$ cat config.mk
export PLATFORM = sky130hd
export DESIGN_NAME = bmp24_to_rgb565_decoder_unit
export DESIGN_NICKNAME = d
export VERILOG_FILES = /design/src/hw/rtl/bmp565_pkg.sv /design/src/hw/rtl/bmp565_queue.sv /design/src/hw/rtl/bmp565_parse.sv /design/src/hw/rtl/bmp565_emit.sv /design/src/hw/rtl/bmp24_to_rgb565_decoder_unit.sv
export VERILOG_INCLUDE_DIRS = /design/src /design/src/hw/rtl
export SDC_FILE = /design/constraint.sdc
export NUM_CORES = 1
export LEC_CHECK = 0
export BUFFER_PORTS_ARGS = -buffer_cell sky130_fd_sc_hd__buf_4
export CAP_MARGIN = 10
export CORE_ASPECT_RATIO = 1.4
export CORE_MARGIN = 5
export CORE_UTILIZATION = 50
export CTS_CLUSTER_SIZE = 8
export DETAILED_ROUTE_END_ITERATION = 7
export GPL_TIMING_DRIVEN = 1
export PLACE_DENSITY_LB_ADDON = 0.25
export SLEW_MARGIN = 40
export SYNTH_ARGS = -nofsm -noshare
export SYNTH_HDL_FRONTEND = slang
export SYNTH_HIERARCHICAL = 1
export SYNTH_SLANG_ARGS = --single-unit
$ cat constraint.sdc
create_clock -name aclk -period 13.59 [get_ports aclk]
set_clock_uncertainty 0.2 [all_clocks]
set_input_delay 3.3975 -clock aclk [delete_from_list [all_inputs] [get_ports aclk]]
set_output_delay 3.3975 -clock aclk [all_outputs]
set_load 0.01 [all_outputs]
$ cat src/hw/rtl/bmp24_to_rgb565_decoder_unit_defines.svh
// Assertion macros for the BMP decoder; empty when SYNTHESIS is defined.
`ifndef BMP24_TO_RGB565_DECODER_UNIT_DEFINES_SVH
`define BMP24_TO_RGB565_DECODER_UNIT_DEFINES_SVH
`ifndef SYNTHESIS
`define BMP565_ASSERT_IMPL(name, cond, expr) \
    name: assert property (@(posedge aclk) disable iff (!aresetn) (cond) |-> (expr)) \
        else $error("bmp565 check failed");
`define BMP565_ASSERT_NEXT(name, cond, expr) \
    name: assert property (@(posedge aclk) disable iff (!aresetn) (cond) |=> (expr)) \
        else $error("bmp565 check failed");
`else
`define BMP565_ASSERT_IMPL(name, cond, expr)
`define BMP565_ASSERT_NEXT(name, cond, expr)
`endif
`endif

$ cat src/hw/rtl/bmp565_pkg.sv
`timescale 1ns / 1ps
package bmp565_pkg;

    localparam int MAX_DIM_DEFAULT     = 4096;
    localparam int QUEUE_DEPTH_DEFAULT = 4;
    localparam int COORD_W             = 12;

    // configuration register indexes
    localparam logic [1:0] REG_ORIGIN_X      = 2'd0;
    localparam logic [1:0] REG_ORIGIN_Y      = 2'd1;
    localparam logic [1:0] REG_SCREEN_WIDTH  = 2'd2;
    localparam logic [1:0] REG_SCREEN_HEIGHT = 2'd3;

    localparam logic [12:0] SCREEN_WIDTH_RESET  = 13'd160;
    localparam logic [12:0] SCREEN_HEIGHT_RESET = 13'd128;

    // header byte positions where a field is complete
    localparam logic [31:0] POS_SIG    = 32'd1;
    localparam logic [31:0] POS_OFFSET = 32'd13;
    localparam logic [31:0] POS_WIDTH  = 32'd21;
    localparam logic [31:0] POS_HEIGHT = 32'd25;
    localparam logic [31:0] POS_PLANES = 32'd27;
    localparam logic [31:0] POS_DEPTH  = 32'd29;
    localparam logic [31:0] POS_COMP   = 32'd33;
    localparam logic [31:0] HEADER_LEN = 32'd34;

    localparam logic [15:0] BMP_SIGNATURE = 16'h4D42;
    localparam logic [15:0] BMP_PLANES    = 16'd1;
    localparam logic [15:0] BMP_DEPTH     = 16'd24;

    typedef enum logic [3:0] {
        PH_HEADER = 4'b0001,
        PH_SKIP   = 4'b0010,
        PH_PIXEL  = 4'b0100,
        PH_DONE   = 4'b1000
    } phase_t;

    typedef enum logic [1:0] {
        OP_BLUE   = 2'd0,
        OP_GREEN  = 2'd1,
        OP_PIXEL  = 2'd2,
        OP_REJECT = 2'd3
    } op_t;

    typedef struct packed {
        op_t                op;
        logic [7:0]         data;
        logic [COORD_W-1:0] col;
        logic [COORD_W-1:0] row;
        logic               last;
    } q_entry_t;

    typedef struct packed {
        logic [7:0]  origin_x;
        logic [7:0]  origin_y;
        logic [12:0] screen_width;
        logic [12:0] screen_height;
    } cfg_t;

endpackage

$ cat src/hw/rtl/bmp565_queue.sv
`timescale 1ns / 1ps
module bmp565_queue #(
    parameter int DEPTH = bmp565_pkg::QUEUE_DEPTH_DEFAULT
) (
    input  logic                 aclk,
    input  logic                 aresetn,
    input  logic                 push,
    input  bmp565_pkg::q_entry_t push_entry,
    input  logic                 pop,
    output bmp565_pkg::q_entry_t head,
    output logic                 empty,
    output logic                 full
);
    import bmp565_pkg::*;

    localparam int PW = $clog2(DEPTH);
    localparam int CW = $clog2(DEPTH + 1);

    q_entry_t        slot_reg [DEPTH];
    logic [PW-1:0]   wr_ptr_reg, wr_ptr_next;
    logic [PW-1:0]   rd_ptr_reg, rd_ptr_next;
    logic [CW-1:0]   count_reg, count_next;

    assign head  = slot_reg[rd_ptr_reg];
    assign empty = (count_reg == '0);
    assign full  = (count_reg == CW'(DEPTH));

    always_comb begin
        wr_ptr_next = wr_ptr_reg;
        rd_ptr_next = rd_ptr_reg;
        count_next  = count_reg;
        if (push) begin
            wr_ptr_next = (wr_ptr_reg == PW'(DEPTH - 1)) ? '0 : wr_ptr_reg + PW'(1);
        end
        if (pop) begin
            rd_ptr_next = (rd_ptr_reg == PW'(DEPTH - 1)) ? '0 : rd_ptr_reg + PW'(1);
        end
        if (push && !pop) begin
            count_next = count_reg + CW'(1);
        end else if (pop && !push) begin
            count_next = count_reg - CW'(1);
        end
    end

    always_ff @(posedge aclk) begin
        if (!aresetn) begin
            wr_ptr_reg <= '0;
            rd_ptr_reg <= '0;
            count_reg  <= '0;
        end else begin
            wr_ptr_reg <= wr_ptr_next;
            rd_ptr_reg <= rd_ptr_next;
            count_reg  <= count_next;
        end
    end

    always_ff @(posedge aclk) begin
        if (push) begin
            slot_reg[wr_ptr_reg] <= push_entry;
        end
    end

endmodule

$ cat src/hw/rtl/bmp565_parse.sv
`timescale 1ns / 1ps
module bmp565_parse #(
    parameter int MAX_DIM = bmp565_pkg::MAX_DIM_DEFAULT
) (
    input  logic                 aclk,
    input  logic                 aresetn,
    input  logic                 byte_en,
    input  logic [7:0]           file_byte,
    input  logic                 start_of_file,
    input  bmp565_pkg::cfg_t     cfg,
    output logic                 push,
    output bmp565_pkg::q_entry_t push_entry
);
    import bmp565_pkg::*;

    localparam int DIM_W = $clog2(MAX_DIM + 1);
    localparam logic [1:0] K_LAST = 2'd2;

    phase_t             phase_reg, phase_next, phase_cur;
    logic [31:0]        byte_count_reg, byte_count_next, byte_count_cur;
    logic [31:0]        shift_reg, shift_next;
    logic [31:0]        offset_reg, offset_next;
    logic               header_bad_reg, header_bad_next, bad_cur;
    logic               bottom_up_reg, bottom_up_next;
    logic [DIM_W-1:0]   width_reg, width_next;
    logic [DIM_W-1:0]   height_reg, height_next;
    logic [DIM_W-1:0]   vis_w_reg, vis_w_next;
    logic [DIM_W-1:0]   vis_h_reg, vis_h_next;
    logic [DIM_W-1:0]   col_reg, col_next;
    logic [DIM_W-1:0]   irow_reg, irow_next;
    logic [1:0]         k_reg, k_next;
    logic [1:0]         pad_reg, pad_next;

    logic [31:0]        height_mag;
    logic [12:0]        room_x, room_y;
    logic [DIM_W-1:0]   vis_w_calc, vis_h_calc;
    logic [DIM_W-1:0]   last_vis_row, row_stop;
    logic               origin_off, offset_reached, do_pixel, visible, at_last, row_end;

    always_comb begin
        phase_cur      = start_of_file ? PH_HEADER : phase_reg;
        byte_count_cur = start_of_file ? '0 : byte_count_reg;
        bad_cur        = start_of_file ? 1'b0 : header_bad_reg;

        room_x = cfg.screen_width - {5'd0, cfg.origin_x};
        room_y = cfg.screen_height - {5'd0, cfg.origin_y};
        origin_off = ({5'd0, cfg.origin_x} >= cfg.screen_width)
                  || ({5'd0, cfg.origin_y} >= cfg.screen_height);
        vis_w_calc = (32'(width_reg) < 32'(room_x)) ? width_reg : DIM_W'(room_x);
        vis_h_calc = (32'(height_reg) < 32'(room_y)) ? height_reg : DIM_W'(room_y);

        shift_next = {file_byte, shift_reg[31:8]};
        height_mag = shift_next[31] ? (32'd0 - shift_next) : shift_next;

        offset_reached = !(byte_count_cur < offset_reg);
        do_pixel = byte_en && ((phase_cur == PH_PIXEL)
                            || (phase_cur == PH_SKIP && offset_reached));

        last_vis_row = bottom_up_reg ? '0 : vis_h_reg - DIM_W'(1);
        row_stop     = bottom_up_reg ? '0 : height_reg - DIM_W'(1);
        visible = (col_reg < vis_w_reg) && (irow_reg < vis_h_reg);
        at_last = (col_reg == vis_w_reg - DIM_W'(1)) && (irow_reg == last_vis_row);
        row_end = 1'b0;

        phase_next      = phase_reg;
        byte_count_next = byte_count_reg;
        header_bad_next = header_bad_reg;
        offset_next     = offset_reg;
        bottom_up_next  = bottom_up_reg;
        width_next      = width_reg;
        height_next     = height_reg;
        vis_w_next      = vis_w_reg;
        vis_h_next      = vis_h_reg;
        col_next        = col_reg;
        irow_next       = irow_reg;
        k_next          = k_reg;
        pad_next        = pad_reg;
        push            = 1'b0;
        push_entry      = '0;

        if (byte_en) begin
            phase_next      = phase_cur;
            byte_count_next = byte_count_cur;
            header_bad_next = bad_cur;
            case (phase_cur)
                PH_HEADER: begin
                    byte_count_next = byte_count_cur + 32'd1;
                    case (byte_count_cur)
                        POS_SIG: begin
                            if (shift_next[31:16] != BMP_SIGNATURE) header_bad_next = 1'b1;
                        end
                        POS_OFFSET: begin
                            offset_next = shift_next;
                            if (shift_next < HEADER_LEN) header_bad_next = 1'b1;
                        end
                        POS_WIDTH: begin
                            // a negative width shows up here as a huge value
                            if (shift_next > 32'(MAX_DIM)) header_bad_next = 1'b1;
                            else width_next = DIM_W'(shift_next);
                        end
                        POS_HEIGHT: begin
                            bottom_up_next = !shift_next[31];
                            if (height_mag > 32'(MAX_DIM)) header_bad_next = 1'b1;
                            else height_next = DIM_W'(height_mag);
                        end
                        POS_PLANES: begin
                            if (shift_next[31:16] != BMP_PLANES) header_bad_next = 1'b1;
                        end
                        POS_DEPTH: begin
                            if (shift_next[31:16] != BMP_DEPTH) header_bad_next = 1'b1;
                        end
                        POS_COMP: begin
                            if (bad_cur || shift_next != 32'd0) begin
                                phase_next    = PH_DONE;
                                push          = 1'b1;
                                push_entry.op = OP_REJECT;
                            end else if (origin_off) begin
                                phase_next = PH_DONE;
                            end else if (vis_w_calc == '0 || vis_h_calc == '0) begin
                                phase_next = PH_DONE;
                            end else begin
                                vis_w_next = vis_w_calc;
                                vis_h_next = vis_h_calc;
                                col_next   = '0;
                                k_next     = '0;
                                pad_next   = '0;
                                irow_next  = bottom_up_reg ? height_reg - DIM_W'(1) : '0;
                                phase_next = PH_SKIP;
                            end
                        end
                        default: ;
                    endcase
                end
                PH_SKIP: begin
                    if (!offset_reached) byte_count_next = byte_count_cur + 32'd1;
                    else phase_next = PH_PIXEL;
                end
                default: ;
            endcase
        end

        if (do_pixel) begin
            if (col_reg < width_reg) begin
                if (visible) begin
                    push            = 1'b1;
                    push_entry.data = file_byte;
                    push_entry.col  = COORD_W'(col_reg);
                    push_entry.row  = COORD_W'(irow_reg);
                    case (k_reg)
                        2'd0:    push_entry.op = OP_BLUE;
                        2'd1:    push_entry.op = OP_GREEN;
                        default: begin
                            push_entry.op   = OP_PIXEL;
                            push_entry.last = at_last;
                        end
                    endcase
                end
                if (k_reg == K_LAST) begin
                    k_next   = '0;
                    col_next = col_reg + DIM_W'(1);
                    if (visible && at_last) phase_next = PH_DONE;
                    // rows of a multiple of four pixels carry no padding
                    row_end = (col_reg == width_reg - DIM_W'(1)) && (width_reg[1:0] == 2'd0);
                end else begin
                    k_next = k_reg + 2'd1;
                end
            end else begin
                // padding length is width mod 4
                pad_next = pad_reg + 2'd1;
                row_end  = (pad_reg == width_reg[1:0] - 2'd1);
            end
            if (row_end) begin
                col_next = '0;
                k_next   = '0;
                pad_next = '0;
                if (irow_reg == row_stop) phase_next = PH_DONE;
                else irow_next = bottom_up_reg ? irow_reg - DIM_W'(1) : irow_reg + DIM_W'(1);
            end
        end
    end

    always_ff @(posedge aclk) begin
        if (!aresetn) begin
            phase_reg      <= PH_HEADER;
            byte_count_reg <= '0;
            header_bad_reg <= 1'b0;
        end else begin
            phase_reg      <= phase_next;
            byte_count_reg <= byte_count_next;
            header_bad_reg <= header_bad_next;
        end
    end

    always_ff @(posedge aclk) begin
        if (byte_en) begin
            shift_reg <= shift_next;
        end
        offset_reg    <= offset_next;
        bottom_up_reg <= bottom_up_next;
        width_reg     <= width_next;
        height_reg    <= height_next;
        vis_w_reg     <= vis_w_next;
        vis_h_reg     <= vis_h_next;
        col_reg       <= col_next;
        irow_reg      <= irow_next;
        k_reg         <= k_next;
        pad_reg       <= pad_next;
    end

endmodule

$ cat src/hw/rtl/bmp565_emit.sv
`timescale 1ns / 1ps
module bmp565_emit (
    input  logic                 aclk,
    input  logic                 aresetn,
    input  logic                 q_empty,
    input  bmp565_pkg::q_entry_t head,
    input  bmp565_pkg::cfg_t     cfg,
    output logic                 q_pop,
    output logic                 m_tvalid,
    input  logic                 m_tready,
    output logic [39:0]          m_tdata,
    output logic                 m_tuser,
    output logic                 m_tlast
);
    import bmp565_pkg::*;

    logic                valid_reg, valid_next;
    logic [7:0]          blue_reg, blue_next;
    logic [7:0]          green_reg, green_next;
    logic [39:0]         data_reg, data_next;
    logic                kind_reg, kind_next;
    logic                last_reg, last_next;
    logic                out_free, head_hold;
    logic [COORD_W-1:0]  scr_col, scr_row;
    logic [15:0]         color;

    assign out_free  = !valid_reg || m_tready;
    assign head_hold = (head.op == OP_BLUE) || (head.op == OP_GREEN);
    assign q_pop     = !q_empty && (head_hold || out_free);

    assign scr_col = COORD_W'(cfg.origin_x) + head.col;
    assign scr_row = COORD_W'(cfg.origin_y) + head.row;
    assign color   = {head.data[7:3], green_reg[7:2], blue_reg[7:3]};

    always_comb begin
        valid_next = valid_reg;
        blue_next  = blue_reg;
        green_next = green_reg;
        data_next  = data_reg;
        kind_next  = kind_reg;
        last_next  = last_reg;
        if (out_free) valid_next = 1'b0;
        if (q_pop) begin
            case (head.op)
                OP_BLUE:  blue_next = head.data;
                OP_GREEN: green_next = head.data;
                OP_PIXEL: begin
                    valid_next = 1'b1;
                    data_next  = {color, scr_row, scr_col};
                    kind_next  = 1'b0;
                    last_next  = head.last;
                end
                default: begin
                    valid_next = 1'b1;
                    data_next  = '0;
                    kind_next  = 1'b1;
                    last_next  = 1'b0;
                end
            endcase
        end
    end

    always_ff @(posedge aclk) begin
        if (!aresetn) begin
            valid_reg <= 1'b0;
        end else begin
            valid_reg <= valid_next;
        end
    end

    always_ff @(posedge aclk) begin
        blue_reg  <= blue_next;
        green_reg <= green_next;
        data_reg  <= data_next;
        kind_reg  <= kind_next;
        last_reg  <= last_next;
    end

    assign m_tvalid = valid_reg;
    assign m_tdata  = data_reg;
    assign m_tuser  = kind_reg;
    assign m_tlast  = last_reg;

endmodule

$ cat src/hw/rtl/bmp24_to_rgb565_decoder_unit.sv
`timescale 1ns / 1ps
// Red byte (or header byte 33) path: queue, then the output register driving m_tvalid.
// Throughput: one file byte per cycle while the queue is not full (s_tready is !q_full);
// at most one result leaves per three pixel bytes.
// Reset: aresetn is synchronous, active low; it restarts the parse at byte 0, empties the
// queue and output stage, and loads origin 0,0 and screen 160x128.
`include "bmp24_to_rgb565_decoder_unit_defines.svh"
module bmp24_to_rgb565_decoder_unit #(
    parameter int MAX_DIM     = bmp565_pkg::MAX_DIM_DEFAULT,
    parameter int QUEUE_DEPTH = bmp565_pkg::QUEUE_DEPTH_DEFAULT
) (
    input  logic        aclk,
    input  logic        aresetn,
    input  logic        s_tvalid,
    output logic        s_tready,
    input  logic [7:0]  s_tdata,   // [7:0] file_byte
    input  logic        s_tuser,   // [0] start_of_file
    output logic        m_tvalid,
    input  logic        m_tready,
    output logic [39:0] m_tdata,   // [11:0] screen_col, [23:12] screen_row, [39:24] color
    output logic        m_tuser,   // [0] kind
    output logic        m_tlast,   // last_pixel
    input  logic        cfg_wr_en,
    input  logic [1:0]  cfg_addr,
    input  logic [12:0] cfg_wdata
);
    import bmp565_pkg::*;

    cfg_t     cfg_reg, cfg_next;
    logic     byte_en;
    logic     q_push, q_pop, q_empty, q_full;
    q_entry_t q_in, q_head;

    always_comb begin
        cfg_next = cfg_reg;
        if (cfg_wr_en) begin
            case (cfg_addr)
                REG_ORIGIN_X:     cfg_next.origin_x = cfg_wdata[7:0];
                REG_ORIGIN_Y:     cfg_next.origin_y = cfg_wdata[7:0];
                REG_SCREEN_WIDTH: cfg_next.screen_width = cfg_wdata;
                default:          cfg_next.screen_height = cfg_wdata;
            endcase
        end
    end

    always_ff @(posedge aclk) begin
        if (!aresetn) begin
            cfg_reg <= '{origin_x: 8'd0, origin_y: 8'd0,
                         screen_width: SCREEN_WIDTH_RESET,
                         screen_height: SCREEN_HEIGHT_RESET};
        end else begin
            cfg_reg <= cfg_next;
        end
    end

    assign s_tready = !q_full;
    assign byte_en  = s_tvalid && s_tready;

    bmp565_parse #(
        .MAX_DIM(MAX_DIM)
    ) u_parse (
        .aclk         (aclk),
        .aresetn      (aresetn),
        .byte_en      (byte_en),
        .file_byte    (s_tdata),
        .start_of_file(s_tuser),
        .cfg          (cfg_reg),
        .push         (q_push),
        .push_entry   (q_in)
    );

    bmp565_queue #(
        .DEPTH(QUEUE_DEPTH)
    ) u_queue (
        .aclk      (aclk),
        .aresetn   (aresetn),
        .push      (q_push),
        .push_entry(q_in),
        .pop       (q_pop),
        .head      (q_head),
        .empty     (q_empty),
        .full      (q_full)
    );

    bmp565_emit u_emit (
        .aclk    (aclk),
        .aresetn (aresetn),
        .q_empty (q_empty),
        .head    (q_head),
        .cfg     (cfg_reg),
        .q_pop   (q_pop),
        .m_tvalid(m_tvalid),
        .m_tready(m_tready),
        .m_tdata (m_tdata),
        .m_tuser (m_tuser),
        .m_tlast (m_tlast)
    );

    `BMP565_ASSERT_IMPL(a_reject_payload_zero, m_tvalid && m_tuser, m_tdata == '0 && !m_tlast)
    `BMP565_ASSERT_IMPL(a_no_pop_when_empty, q_pop, !q_empty)
    `BMP565_ASSERT_IMPL(a_no_push_when_full, q_push, !q_full)
    `BMP565_ASSERT_NEXT(a_push_fills_queue, q_push && !q_pop, !q_empty)

endmodule

Yosys cells after proc, flatten, opt, wreduce, memory -nomap -nowiden
Memories as Yosys holds them, arrays and structs flattened. A register that Yosys moved wholly into a read port is not among the register bits.
Cells that the tools add are included.

operators by class
  multipliers = 0
  reductions and logical operators = 48
  $add $sub $neg = 20
  div/mod/pow operators = 0
  muxes and demuxes = 104
  shift operators = 0
  equality and inequality tests = 27
  bitwise gates (word level) = 7
  $lt $le $gt $ge = 11

operators by type and width
  kind                   number
  $mux 13                25
  $eq 32x5->1 const B    4
  $mux 35                3
  $mux 32                3
  $pmux 40 s2            1
  $lt 13x13->1           5
  $sub 13x1->13 const B  5
  $gt 32x13->1 const B   2
  $pmux 32 s2            1
  $mux 2                 27
  $eq 13x13->1           4
  $mux 4                 13
  $add 32x1->32 const B  1
  $eq 32x1->1 const B    1
  $eq 32x4->1 const B    1
  $eq 32x6->1 const B    1
  $lt 32x32->1           1
  $lt 32x6->1 const B    1
  $reduce_bool 32->1     1
  $sub 1x32->32 const A  1
  $add 13x1->13 const B  2
  $ge 8x13->1            2
  $logic_not 13->1       2
  $sub 13x8->13          2
  other kinds (34)       108

word-level totals
  bits in registers = 292
  input bits = 29
  latch bits = 0
  RAM bits = 140
  memory bits (read-only) = 0
  output and inout port bits = 44
  memories = 1

memory list
  memory            depth  bits a word  read ports  clocked after memory_dff  wr ports  line                RTL
  u_queue.slot_reg  4      35           1           1                         1         bmp565_queue.sv:19  q_entry_t slot_reg [DEPTH];

Logic depth before layout (Yosys ltp)
Gate-level depths: netlist of the first run.

  word-level depth = 17
  depth in mapped cells = 23
  depth with buffers taken out = 20

By module
The synthesis of the first run kept the hierarchy.

modules (own cells, without submodules)
  module                        area an instance (um^2)  times used  cells each
  bmp565_parse                  14591.5                  1           1719
  bmp565_queue                  5560.3                   1           227
  bmp565_emit                   2678.8                   1           211
  bmp24_to_rgb565_decoder_unit  1586.5                   1           158

Worst setup path after synthesis of the first run
OpenSTA, ideal clock, no wires.

  kind = input-to-reg
  start = in s_tuser
  end = mem u_queue/slot_reg[0][0] (netlist bit), enable pin
  arrival time = 8.003 ns
  required time = 12.995 ns
  buffers on the path = 6
  setup slack = 4.991 ns
  cell stages on the path = 17
  cell sequence = clkbuf_1 clkbuf_1 clkbuf_1 clkbuf_1 clkbuf_1 nor2b_1 ha_1 nand4_1 nor4_1 o21ai_0 a21oi_1 o211ai_1 o21ai_0 nand3_1 clkbuf_1 o21ai_0 and2_1

between the ends
  word-level cells in the longest chain between the ends = 11
  elaborated cells between the ends (all ways) = 22

ends and longest elaborated chain
  element                                               line                                RTL
  start: declaration                                    bmp24_to_rgb565_decoder_unit.sv:17  input logic s_tuser,
  branches (longest 8 deep; another with $lt 32x32->1)  -
  $mux 1 *                                              bmp565_parse.sv:142                 if (do_pixel) begin
  net q_push                                            bmp24_to_rgb565_decoder_unit.sv:31  logic q_push, q_pop, q_empty, q_full;
  $mux 1 *                                              bmp565_queue.sv:58                  if (push) begin
  $mux 1 (implied by the code) *                        bmp565_queue.sv:59                  slot_reg[wr_ptr_reg] <= push_entry;
  end: declaration                                      bmp565_queue.sv:19

Mark *: on every way through the listed nets, which the timed path passes.

Worst setup path after layout of the first run
  start = in s_tuser
  end = reg u_queue.count_reg[2]

between the ends
  word-level cells in the longest chain between the ends = 12
  elaborated cells between the ends (all ways) = 25

ends and longest elaborated chain
  element                                               line                                RTL
  branches (longest 8 deep; another with $lt 32x32->1)  -
  $mux 1 *                                              bmp565_parse.sv:142
  net q_push                                            bmp24_to_rgb565_decoder_unit.sv:31
  $logic_not 1->1                                       bmp565_queue.sv:40                  end else if (pop && !push) begin
  $logic_and 1x1->1                                     bmp565_queue.sv:40
  $reduce_bool 2->1 (no line)                           -
  end signal: assignment                                bmp565_queue.sv:53                  count_reg <= count_next;
  end: declaration                                      bmp565_queue.sv:22                  logic [CW-1:0] count_reg, count_next;

Marked as above.
A chain may end at the register's enable or synchronous reset.

==> summary.md, run 1 <==
| Metric | Value |
|---|---|
| Clk pin slew, worst setup/hold paths | `50 ps` |
| Syn_nets | `2490` |
| Startpoint types | `input pin` |
| Met3 WL | `2790 microns` |
| Die Ht | `roughly 270 microns` |
| Crit-path max FO | `81` |
| CP delay by family, top | `compound AO/OA/AOI/OAI gates` |
| GR Overflow Total | `0` |
| Peak per-stage delay on the critical path | `610 ps` |
| Maxcap violations | `0` |
| Critical Path End Type | `flop` |
| RSZ-0062 raised after global routing | `no` |
| GRT Total Usage | `23.7%` |
| RR Endpoint | `u_parse/irow_reg[0]` |
| Crit path time final | `8380 ps` |
| DRC | `0` |
| DR WL/cell | `21.1 microns` |
| Avg Cell Area, Syn | `10.5 sq um` |
| Lkg Pwr | `between 0.009 and 0.01 uW` |
| DRT iter0 DRCs | `approximately 1200` |
| Met2 routed WL | `33300 microns` |
| Final core utilization | `56.2%` |
| Core area | `47900 sq um` |
| Peak supply drop | `about 0.12 mV` |
| Dpl hpwl | `46900 microns` |
| Vias in the first global route | `18400` |
| Max-slew headroom | `about two fifths` |
| Cell Chain, Critical Path | `buf_4, nor2b_1, ha_1, nand4_1, nor4_1, o21ai_0, a21oi_1, o211ai_1, o21ai_0, nand3_1, buf_4, o21ai_0, ha_1, inv_1, fa_1, xor2_1, or3_1, a21boi_0` |
| Fin nets | `2558` |
| Finished Cell Area | `26900 sq um` |
| Clk sinks | `between 400 and 500` |
| Hold path start | `cfg_reg[13]` |
| Worst path bufs/invs | `3` |
| Pin count of the biggest net entering global routing | `82` |
| Worst Hold Class | `reg2reg` |
| Hold EP | `cfg_reg[13]` |
| H-tree levels | `2` |
| Cts hold-fix bufs | `0` |
| Port Buffer Count | `72` |
| Max-slew violation count | `0` |
| Antenna violations before repair | `0` |
| Worst setup path class | `in2reg` |
| Die width | `196 microns` |
| Max Used Layer | `met4` |
| Cells on worst reg2reg path | `20` |
| CTS buffer count | `57` |
| Post-synthesis cell count | `2303` |
| Critical Path RT | `about 14000 ps` |
| TritonCTS clock tree | `done` |
| Fillers | `4130` |
| Die Footprint | `52800 sq um` |
| Clock root cell | `clkbuf_16` |
| CTS Buffer Depth | `3` |
| Antenna Cells | `0` |
| Synth warn | `6` |
| Vias/cell | `6.04` |
| Initial core utilization | `50.3%` |
| DR vias | `roughly 18000` |
| Worst Tran Pin Value | `879 ps` |
| Reg2reg start | `cfg_reg[30]` |
| IO Pins | `73` |
| Slowest cell on the critical path | `o21ai_0` |
| Antenna-violating nets left | `0` |
| Critical Path AT | `8720 ps` |
| Final hold vios | `0` |
| Design Power | `between 3000 and 4000 uW` |
| Area Overhead vs Synth | `11.7%` |
| Final setup viols | `0` |
| Pre-antenna DRT Iters | `5` |
| Register area | `11200 sq um` |
| Synth Cell Area | `roughly 24000 sq um` |
| Max reg flops | `132` |
| Footprint of the multi-input gates | `12000 sq um` |
| Tcrit/Tclk final | `61.6%` |
| Most used cell, CP | `o21ai_0` |
| FF-to-FF setup slack | `~7600 ps` |
| Routability cong. | `0.905` |
| Worst-skew pair later-pin latency | `630 ps` |
| Setup TNS | `0 ps` |
| Hold Crit Depth | `2` |
| Setup bufs post-CTS | `0` |
| Ratio of cells with drive above 1 in the final layout | `9.35%` |
| Rows | `95` |
| Outcome | `finished, final reports clean` |
| DRT Wirelength | `64200 microns` |
| Post_cts resized | `0` |
| Highest clock rate | `roughly 0.12 GHz` |
| WL met1 | `24100 microns` |
| PD cells | `125 nW/um^2` |
| Area post-placement | `25200 sq um` |
| First-pass GRT wire length | `100000 microns` |
==> through the flow <==
step	std cells	hold WS [ps]	setup slack, ps
4_1_cts	3047	262	5240
3_3_place_gp	2940	247	4670
2_1_floorplan	2303	235	5020
6_report	3047	262	5210
3_5_place_dp	2942	247	4590
5_1_grt	3047	289	4750
==> worst min-delay path, stage by stage, from the launching register on <==
cell     delay [ps]
dfxtp_1         310
nand2_1          50
mux2i_1          50
==> final cells by class <==
class	count	area share, %
well taps	630	2.93
clock buffers	102	5.96
clock inverters	3	0.297
inverters	141	1.96
flip-flops and latches	413	41.6
repair buffers	98	2.75
multi-input cells	1660	44.5
==> report_power, final <==
group / internal (uW) / switching, uW
Sequential: 1470 / 71.5
Combinational: 209 / 286
Clock: 793 / 541
==> routing by layer <==
layer,GRT usage (%),vias to the layer above
met5,0,-
li1,-,8673
met4,13.4,0
met2,43.0,571
met3,3.39,190
met1,26.3,8983
==> worst max-delay path by stage <==
stage | startpoint | to | slack [ps] | cells past startpoint
2_1_floorplan | s_tuser | u_queue/count_reg[2] | 5020 | 22
3_3_place_gp | s_tuser | u_queue/count_reg[2] | 4670 | 18
3_5_place_dp | s_tuser | u_queue/count_reg[2] | 4590 | 18
4_1_cts | s_tuser | u_queue/count_reg[2] | 5240 | 18
5_1_grt | s_tuser | u_queue/count_reg[2] | 4750 | 18
6_report | s_tuser | u_queue/count_reg[2] | 5210 | 18
==> layout by cell type (no fill, tap or decap), drive strengths merged, types with 65 or more instances in the layout <==
cell,instances
buf,98
ha,152
edfxtp,294
nor2b,65
mux2i,78
dfxtp,119
o21ai,122
nor2,162
clkbuf,102
a21oi,121
inv,139
nand2,170
xnor2,82
(Power assumes the default switching activity.)
==> run 2, diff against run 1 <==
==> constraint.sdc (replaced) <==
create_clock -name aclk -period 8.46 [get_ports aclk]
set_clock_uncertainty 0.2 [all_clocks]
set_input_delay 2.115 -clock aclk [delete_from_list [all_inputs] [get_ports aclk]]
set_output_delay 2.115 -clock aclk [all_outputs]
set_load 0.01 [all_outputs]
==> run 2 against run 1 <==
Compared with the run above: global-route usage down 0.060 points; critical path depth fell by 1; flip-flop and latch count unchanged; first-iteration DRC count grew 14%; utilization barely moved; sequential power up 61%; die area unchanged; wire length shrank 1.0%; design area is essentially flat; combinational power grew 60%; via count up 0.14%; total power increased by 60%; highest routed layer is now met5.
==> summary.md, run 2 (synthesis gave the netlist of run 1 again) <==
| Metric | Value |
|---|---|
| Antenna violations before repair | `1 (+1)` |
| Maxcap violations | `0 (unchanged)` |
| Setup bufs post-CTS | `0 (unchanged)` |
| RSZ-0062 raised after global routing | `no` |
| Worst Hold Class | `reg2reg` |
| CTS Buffer Depth | `3 (unchanged)` |
| Clock root cell | `clkbuf_16` |
| Reg2reg start | `cfg_reg[30]` |
| Lkg Pwr | `0.00994 uW (-0.15%)` |
| Initial core utilization | `50.3% (unchanged)` |
| Setup TNS | `0 ps (unchanged)` |
| Slowest cell on the critical path | `o21ai_0` |
| RR Endpoint | `u_parse/irow_reg[0]` |
| Hold Crit Depth | `2 (unchanged)` |
| Die width | `196 microns (unchanged)` |
| Crit path time final | `6820 ps` |
| Die Footprint | `52800 sq um (unchanged)` |
| Startpoint types | `input pin` |
| Most frequent cells in the layout | `edfxtp_1, nand2_1, nor2_1, ha_1, inv_1` |
| Tcrit/Tclk final | `80.6%` |
| Post_cts resized | `0 (unchanged)` |
| Critical Path End Type | `flop` |
| Area Overhead vs Synth | `11.7% (about the same)` |
| Pre-antenna DRT Iters | `5 (unchanged)` |
| Footprint of the multi-input gates | `12000 sq um (+0.22%)` |
| Outcome | `finished, final reports clean` |
| PD cells | `201 nW/um^2 (+60%)` |
| Worst setup path class | `in2reg` |
| Vias/cell | `6.06 (+0.27%)` |
| Cells on worst reg2reg path | `19 (-5.0%)` |
| First-pass GRT wire length | `100000 microns (about the same)` |
| Register area | `11200 sq um (unchanged)` |
| Critical Path AT | `7150 ps (-1570 ps)` |
| Critical Path RT | `8790 ps (-5140 ps)` |
| Die Ht | `270 microns (unchanged)` |
| Ratio of cells with drive above 1 in the final layout | `9.41% (+0.057 points)` |
| Clk sinks | `413 (unchanged)` |
| IO Pins | `73 (unchanged)` |
| DRC | `0 (unchanged)` |
| Final hold vios | `0 (unchanged)` |
| Dpl cells | `2939 (-0.10%)` |
| DR WL/cell | `20.9 microns (-0.90%)` |
| GRT Total Usage | `23.6% (-0.060 points)` |
| Max reg flops | `132 (unchanged)` |
| Port Buffer Count | `72 (unchanged)` |
| Hold path start | `cfg_reg[13]` |
| Peak supply drop | `0.193 mV (+62%)` |
| Crit-path max FO | `45 (-44%)` |
| Antenna Cells | `0 (unchanged)` |
| DRT Wirelength | `63500 microns (-1.0%)` |
| CP delay by family, top | `compound AO/OA/AOI/OAI gates` |
| Antenna-violating nets left | `0 (unchanged)` |
| Routability cong. | `0.907 (+0.22%)` |
| Finished Layout Cells | `3043 (-0.13%)` |
| Worst Tran Pin Value | `818 ps (-61.3 ps)` |
| Peak per-stage delay on the critical path | `600 ps (about the same)` |
| Hold EP | `cfg_reg[13]` |
| Fillers | `4081 (-1.2%)` |
| CTS buffer count | `57 (unchanged)` |
| Cts hold-fix bufs | `0 (unchanged)` |
| Design Power | `5400 uW (+60%)` |
| FF-to-FF setup slack | `2740 ps (-4870 ps)` |
| Vias in the first global route | `18600 (+1.2%)` |
| Worst-skew pair later-pin latency | `630 ps (about the same)` |
| Rows | `95 (unchanged)` |
| DR vias | `18400 (+0.14%)` |
| Fin nets | `2555 (-0.12%)` |
| Worst path bufs/invs | `2 (-1)` |
| Clk pin slew, worst setup/hold paths | `50 ps (about the same)` |
| DRT iter0 DRCs | `1341 (+14%)` |
| Dpl hpwl | `47000 microns (+0.33%)` |
| Max-slew headroom | `45.0% (+3.8 points)` |
| Pin count of the biggest net entering global routing | `58 (-29%)` |
| Highest clock rate | `0.147 GHz` |
| Final setup viols | `0 (unchanged)` |
| Core area | `47900 sq um (unchanged)` |
| GR Overflow Total | `0 (unchanged)` |
| H-tree levels | `2 (unchanged)` |
| TritonCTS clock tree | `done` |
| Max-slew violation count | `0 (unchanged)` |
| Cell Chain, Critical Path | `buf_4, nor2b_1, ha_1, nand4_1, nor4_1, o21ai_0, a21oi_1, o211ai_1, o21ai_0, nand3_1, o21ai_1, ha_1, inv_1, fa_1, xor2_1, or3_1, a21boi_0` |
| Commonest non-fill, non-tap cell in the layout | `edfxtp_1` |
run 2: per-stage QoR:
stage	hold slack, ps	setup slack [ps]	utilization, %	instance area (sq um)
floorplan	235	1170	-	24100
global placement	244	795	52.6	25200
detailed placement	257	1050	52.7	25200
CTS	268	1650	56.2	26900
global route	279	1300	56.2	26900
finish	266	1640	56.2	26900
run 2: cell type report:
cell class,instances,share of cell area [%]
multi-input cells,1660,44.6
flip-flops and latches,413,41.6
clock buffers,100,5.90
well taps,630,2.93
repair buffers,95,2.68
inverters,141,1.97
clock inverters,4,0.316
run 2: worst max-delay path by stage:
| stage | cells after the start | slack [ps] | endpoint | startpoint |
|---|---|---|---|---|
| 2_1_floorplan | 22 | 1170 | u_queue/count_reg[2] | s_tuser |
| 3_3_place_gp | 17 | 800 | u_queue/count_reg[2] | s_tuser |
| 3_5_place_dp | 17 | 1050 | u_queue/count_reg[2] | s_tuser |
| 4_1_cts | 17 | 1650 | u_queue/count_reg[2] | s_tuser |
| 5_1_grt | 17 | 1300 | u_queue/count_reg[2] | s_tuser |
| 6_report | 17 | 1640 | u_queue/count_reg[2] | s_tuser |
run 2: metal layers:
metal | vias to the layer above | GRT usage (%) | part of all wire, %
met2 | 599 | 42.7 | 51
met3 | 230 | 3.19 | 4.6
li1 | 8671 | - | -
met4 | 2 | 14.1 | 7.0
met1 | 8941 | 26.2 | 37
met5 | - | 0 | 0.017
run 2: worst register-to-register path, delay by kind of cell (launching register included):
kind | cells | cell delay, ps
compound gates | 9 | 1830
xor+xnor | 1 | 410
fa+ha+maj | 2 | 690
buf+inv | 3 | 660
flops | 1 | 480
simple gates | 4 | 1340
run 2: report_power, final:
part,internal (uW),switching [uW]
sequential,2360,119
combinational,335,459
clock,1260,867
==> run 3, diff against run 2 <==
--- a/config.mk
+++ b/config.mk
@@ -6,6 +6,7 @@
 export SDC_FILE = /design/constraint.sdc
 export NUM_CORES = 1
 export LEC_CHECK = 0
+export ABC_AREA = 1
 export BUFFER_PORTS_ARGS = -buffer_cell sky130_fd_sc_hd__buf_4
 export CAP_MARGIN = 10
 export CORE_ASPECT_RATIO = 1.4
==> constraint.sdc (replaced) <==
create_clock -name aclk -period 6.2 [get_ports aclk]
set_clock_uncertainty 0.2 [all_clocks]
set_input_delay 1.55 -clock aclk [delete_from_list [all_inputs] [get_ports aclk]]
set_output_delay 1.55 -clock aclk [all_outputs]
set_load 0.01 [all_outputs]
==> run 3 against run 2 <==
Compared with the run above: via count increased by 25%; area after synthesis increased by 8.6%; clock power increased by 36%; synthesized cell count increased by 48%; non-clock buffer count increased by 4; utilization decreased by 0.56 points; count of clock-buffer cells in the layout decreased by 4; cell count increased by 37%; setup slack got worse by 900 ps; critical path type is now reg2reg; critical endpoint is now u_parse/irow_reg[10].
==> summary.md, run 3 <==
| Metric | Value |
|---|---|
| Worst hold slack | `276 ps (+9.88 ps)` |
| Crit-path max FO | `20 (-56%)` |
| Worst Hold Class | `reg2reg` |
| Final hold vios | `0 (unchanged)` |
| DRC | `0 (unchanged)` |
| RR Endpoint | `u_parse/irow_reg[10]` |
| Sequential group share of total power | `40.7% (-5.1 points)` |
| Worst-skew pair later-pin latency | `620 ps (about the same)` |
| Slowest cell on the critical path | `nor2_2` |
| Clk pin slew, worst setup/hold paths | `50 ps (about the same)` |
| Post_cts resized | `0 (unchanged)` |
| Hold path start | `u_parse/header_bad_reg` |
| Pre-antenna DRT Iters | `6 (+1)` |
| Initial core utilization | `50.3% (about the same)` |
| Critical Path AT | `5770 ps (-1380 ps)` |
| Worst Setup Slack, final | `738 ps (-900 ps)` |
| Max reg flops | `132 (unchanged)` |
| CTS buffer count | `57 (unchanged)` |
| First-pass GRT wire length | `116000 microns (+15%)` |
| GRT Total Usage | `25.4% (+1.7 points)` |
| CP delay by family, top | `simple AND/OR/NAND/NOR gates` |
| Hold Crit Depth | `2 (unchanged)` |
| Most frequent cells in the layout | `nand2_1, nor2_1, inv_1, edfxtp_1, nand3_1` |
| Routability cong. | `0.975 (+7.4%)` |
| Die Footprint | `57100 sq um (+8.2%)` |
| TritonCTS clock tree | `done` |
| Cells on worst reg2reg path | `24 (+5)` |
| Clock power share | `34.0% (-5.5 points)` |
| Core area | `52000 sq um (+8.6%)` |
| Cell Chain, Critical Path | `ha_1, fa_1, o21ai_1, nand2_1, nand2_1, o21ai_0, nand2_1, inv_1, ha_1, a21oi_1, o21ai_1, nor2_2, nand2_1, nand3_1, o21ai_0, nand3_1, nor2_1, nand2_1, nand3_1, nor2_2, buf_4, nand2_1, nand3_1, nand2_1` |
| Setup WS pre-CTS | `797 ps (-249 ps)` |
| Antenna-violating nets left | `0 (unchanged)` |
| Most used cell, CP | `nand2_1` |
| Peak per-stage delay on the critical path | `530 ps (-70 ps)` |
| Port Buffer Count | `72 (unchanged)` |
| GR Overflow Total | `0 (unchanged)` |
| Ratio of cells with drive above 1 in the final layout | `6.76% (-2.7 points)` |
| Startpoint types | `flop` |
| Clock root cell | `clkbuf_16` |
| Critical Path End Type | `flop` |
| Dpl hpwl | `55400 microns (+18%)` |
| Crit path time final | `5460 ps` |
| Antenna Cells | `0 (unchanged)` |
| Lkg Pwr | `0.0130 uW (+31%)` |
| Net Sw Frac | `32.6% (+5.9 points)` |
| Reg2reg start | `cfg_reg[26]` |
| DRT Wirelength | `73900 microns (+16%)` |
| Die width | `203 microns (+4.0%)` |
| Cts hold-fix bufs | `0 (unchanged)` |
| Setup TNS | `0 ps (unchanged)` |
| Vias in the first global route | `22100 (+19%)` |
| Hold EP | `u_parse/header_bad_reg` |
| DR WL/cell | `17.7 microns (-15%)` |
| Die Ht | `281 microns (+4.0%)` |
| Max-slew violation count | `0 (unchanged)` |
| Post-synthesis cell count | `3417 (+48%)` |
| DR vias | `23000 (+25%)` |
| Fin nets | `3671 (+44%)` |
| Critical Path RT | `6500 ps (-2290 ps)` |
| IO Pins | `73 (unchanged)` |
| Setup bufs post-CTS | `0 (unchanged)` |
| Cell internal pwr | `5740 uW (+45%)` |
| Final setup viols | `0 (unchanged)` |
| H-tree levels | `2 (unchanged)` |
| DRT iter0 DRCs | `1498 (+12%)` |
| CTS Buffer Depth | `3 (unchanged)` |
| Commonest non-fill, non-tap cell in the layout | `nand2_1` |
| Antenna violations before repair | `0 (-1)` |
| Synth warn | `6 (unchanged)` |
| PD cells | `294 nW/um^2 (+47%)` |
| Avg Cell Area, Syn | `7.66 sq um (-27%)` |
| Clk sinks | `413 (unchanged)` |
| Pin count of the biggest net entering global routing | `80 (+38%)` |
| Maxcap violations | `0 (unchanged)` |
| RSZ-0062 raised after global routing | `no` |
| P_sw | `2780 uW (+92%)` |
| Area Overhead vs Synth | `10.6%` |
| Max-slew headroom | `45.4% (+0.40 points)` |
| Synth Cell Area | `26200 sq um (+8.6%)` |
| Vias/cell | `5.50 (-9.2%)` |
| Highest clock rate | `0.183 GHz` |
| Power share of the combinational group | `25.3% (+11 points)` |
| Peak supply drop | `0.352 mV (+83%)` |
| Worst Tran Pin Value | `813 ps (-4.78 ps)` |
| Syn_nets | `3604 (+45%)` |
| Rows | `99 (+4.2%)` |
| Worst path bufs/invs | `2 (unchanged)` |
| FF-to-FF setup slack | `740 ps (-2000 ps)` |
| Worst setup path class | `reg2reg` |
| Tcrit/Tclk final | `88.1%` |
| Outcome | `finished, final reports clean` |
## run 3: worst max path at each step
stage           startpoint               endpoint  slack [ps]  depth (start not counted)
5_1_grt         cfg_reg[0]   u_parse/irow_reg[10]         410                         25
3_3_place_gp   cfg_reg[26]   u_parse/irow_reg[10]         850                         24
2_1_floorplan     s_tvalid  u_parse/offset_reg[0]        1010                          6
3_5_place_dp   cfg_reg[26]   u_parse/irow_reg[10]         800                         24
4_1_cts        cfg_reg[26]   u_parse/irow_reg[10]         790                         24
6_report       cfg_reg[26]   u_parse/irow_reg[10]         740                         24
## run 3: metrics by stage
stage	utilization [%]	std cells	power (uW)	cell area (sq um)
2_1_floorplan	-	3417	4970	26200
3_3_place_gp	52.4	4080	5640	27300
3_5_place_dp	52.4	4080	5660	27300
4_1_cts	55.6	4178	8570	28900
5_1_grt	55.7	4179	8990	29000
6_report	55.7	4179	8520	29000
## run 3: worst register-to-register path, stage by stage (launching register included)
cell	delay, ps
dfxtp_1	360
ha_1	230
fa_1	410
o21ai_1	270
nand2_1	150
nand2_1	140
o21ai_0	130
nand2_1	90
inv_1	40
ha_1	300
a21oi_1	150
o21ai_1	90
nor2_2	190
nand2_1	370
nand3_1	160
o21ai_0	180
nand3_1	120
nor2_1	50
nand2_1	280
nand3_1	300
nor2_2	530
buf_4	350
nand2_1	90
nand3_1	120
nand2_1	60
## run 3: cell type report
type                    instances  area, sq um
inverters                     487         1830
flip-flops and latches        413        11200
multi-input cells            2426        12700
repair buffers                 99          751
clock inverters                 2         60.1
well taps                     656          821
clock buffers                  96         1590
fillers                      4905        23100
## run 3: power groups by stage
stage	Clock (uW)	Sequential, uW	Combinational (uW)
final	2900	3460	2150
after global routing	3080	3490	2430
after CTS	2950	3460	2150
after detailed placement	0	3520	2140
after global placement	0	3510	2120
after floorplan	0	3530	1440
## run 3: per-layer routing
| layer | part of all wire (%) | wire, microns | global-route usage, % |
|---|---|---|---|
| met1 | 38 | 27800 | 27.9 |
| met2 | 51 | 37400 | 46.5 |
| met3 | 5.1 | 3790 | 3.44 |
| met4 | 6.6 | 4910 | 14.9 |
| met5 | 0 | 0 | 0 |
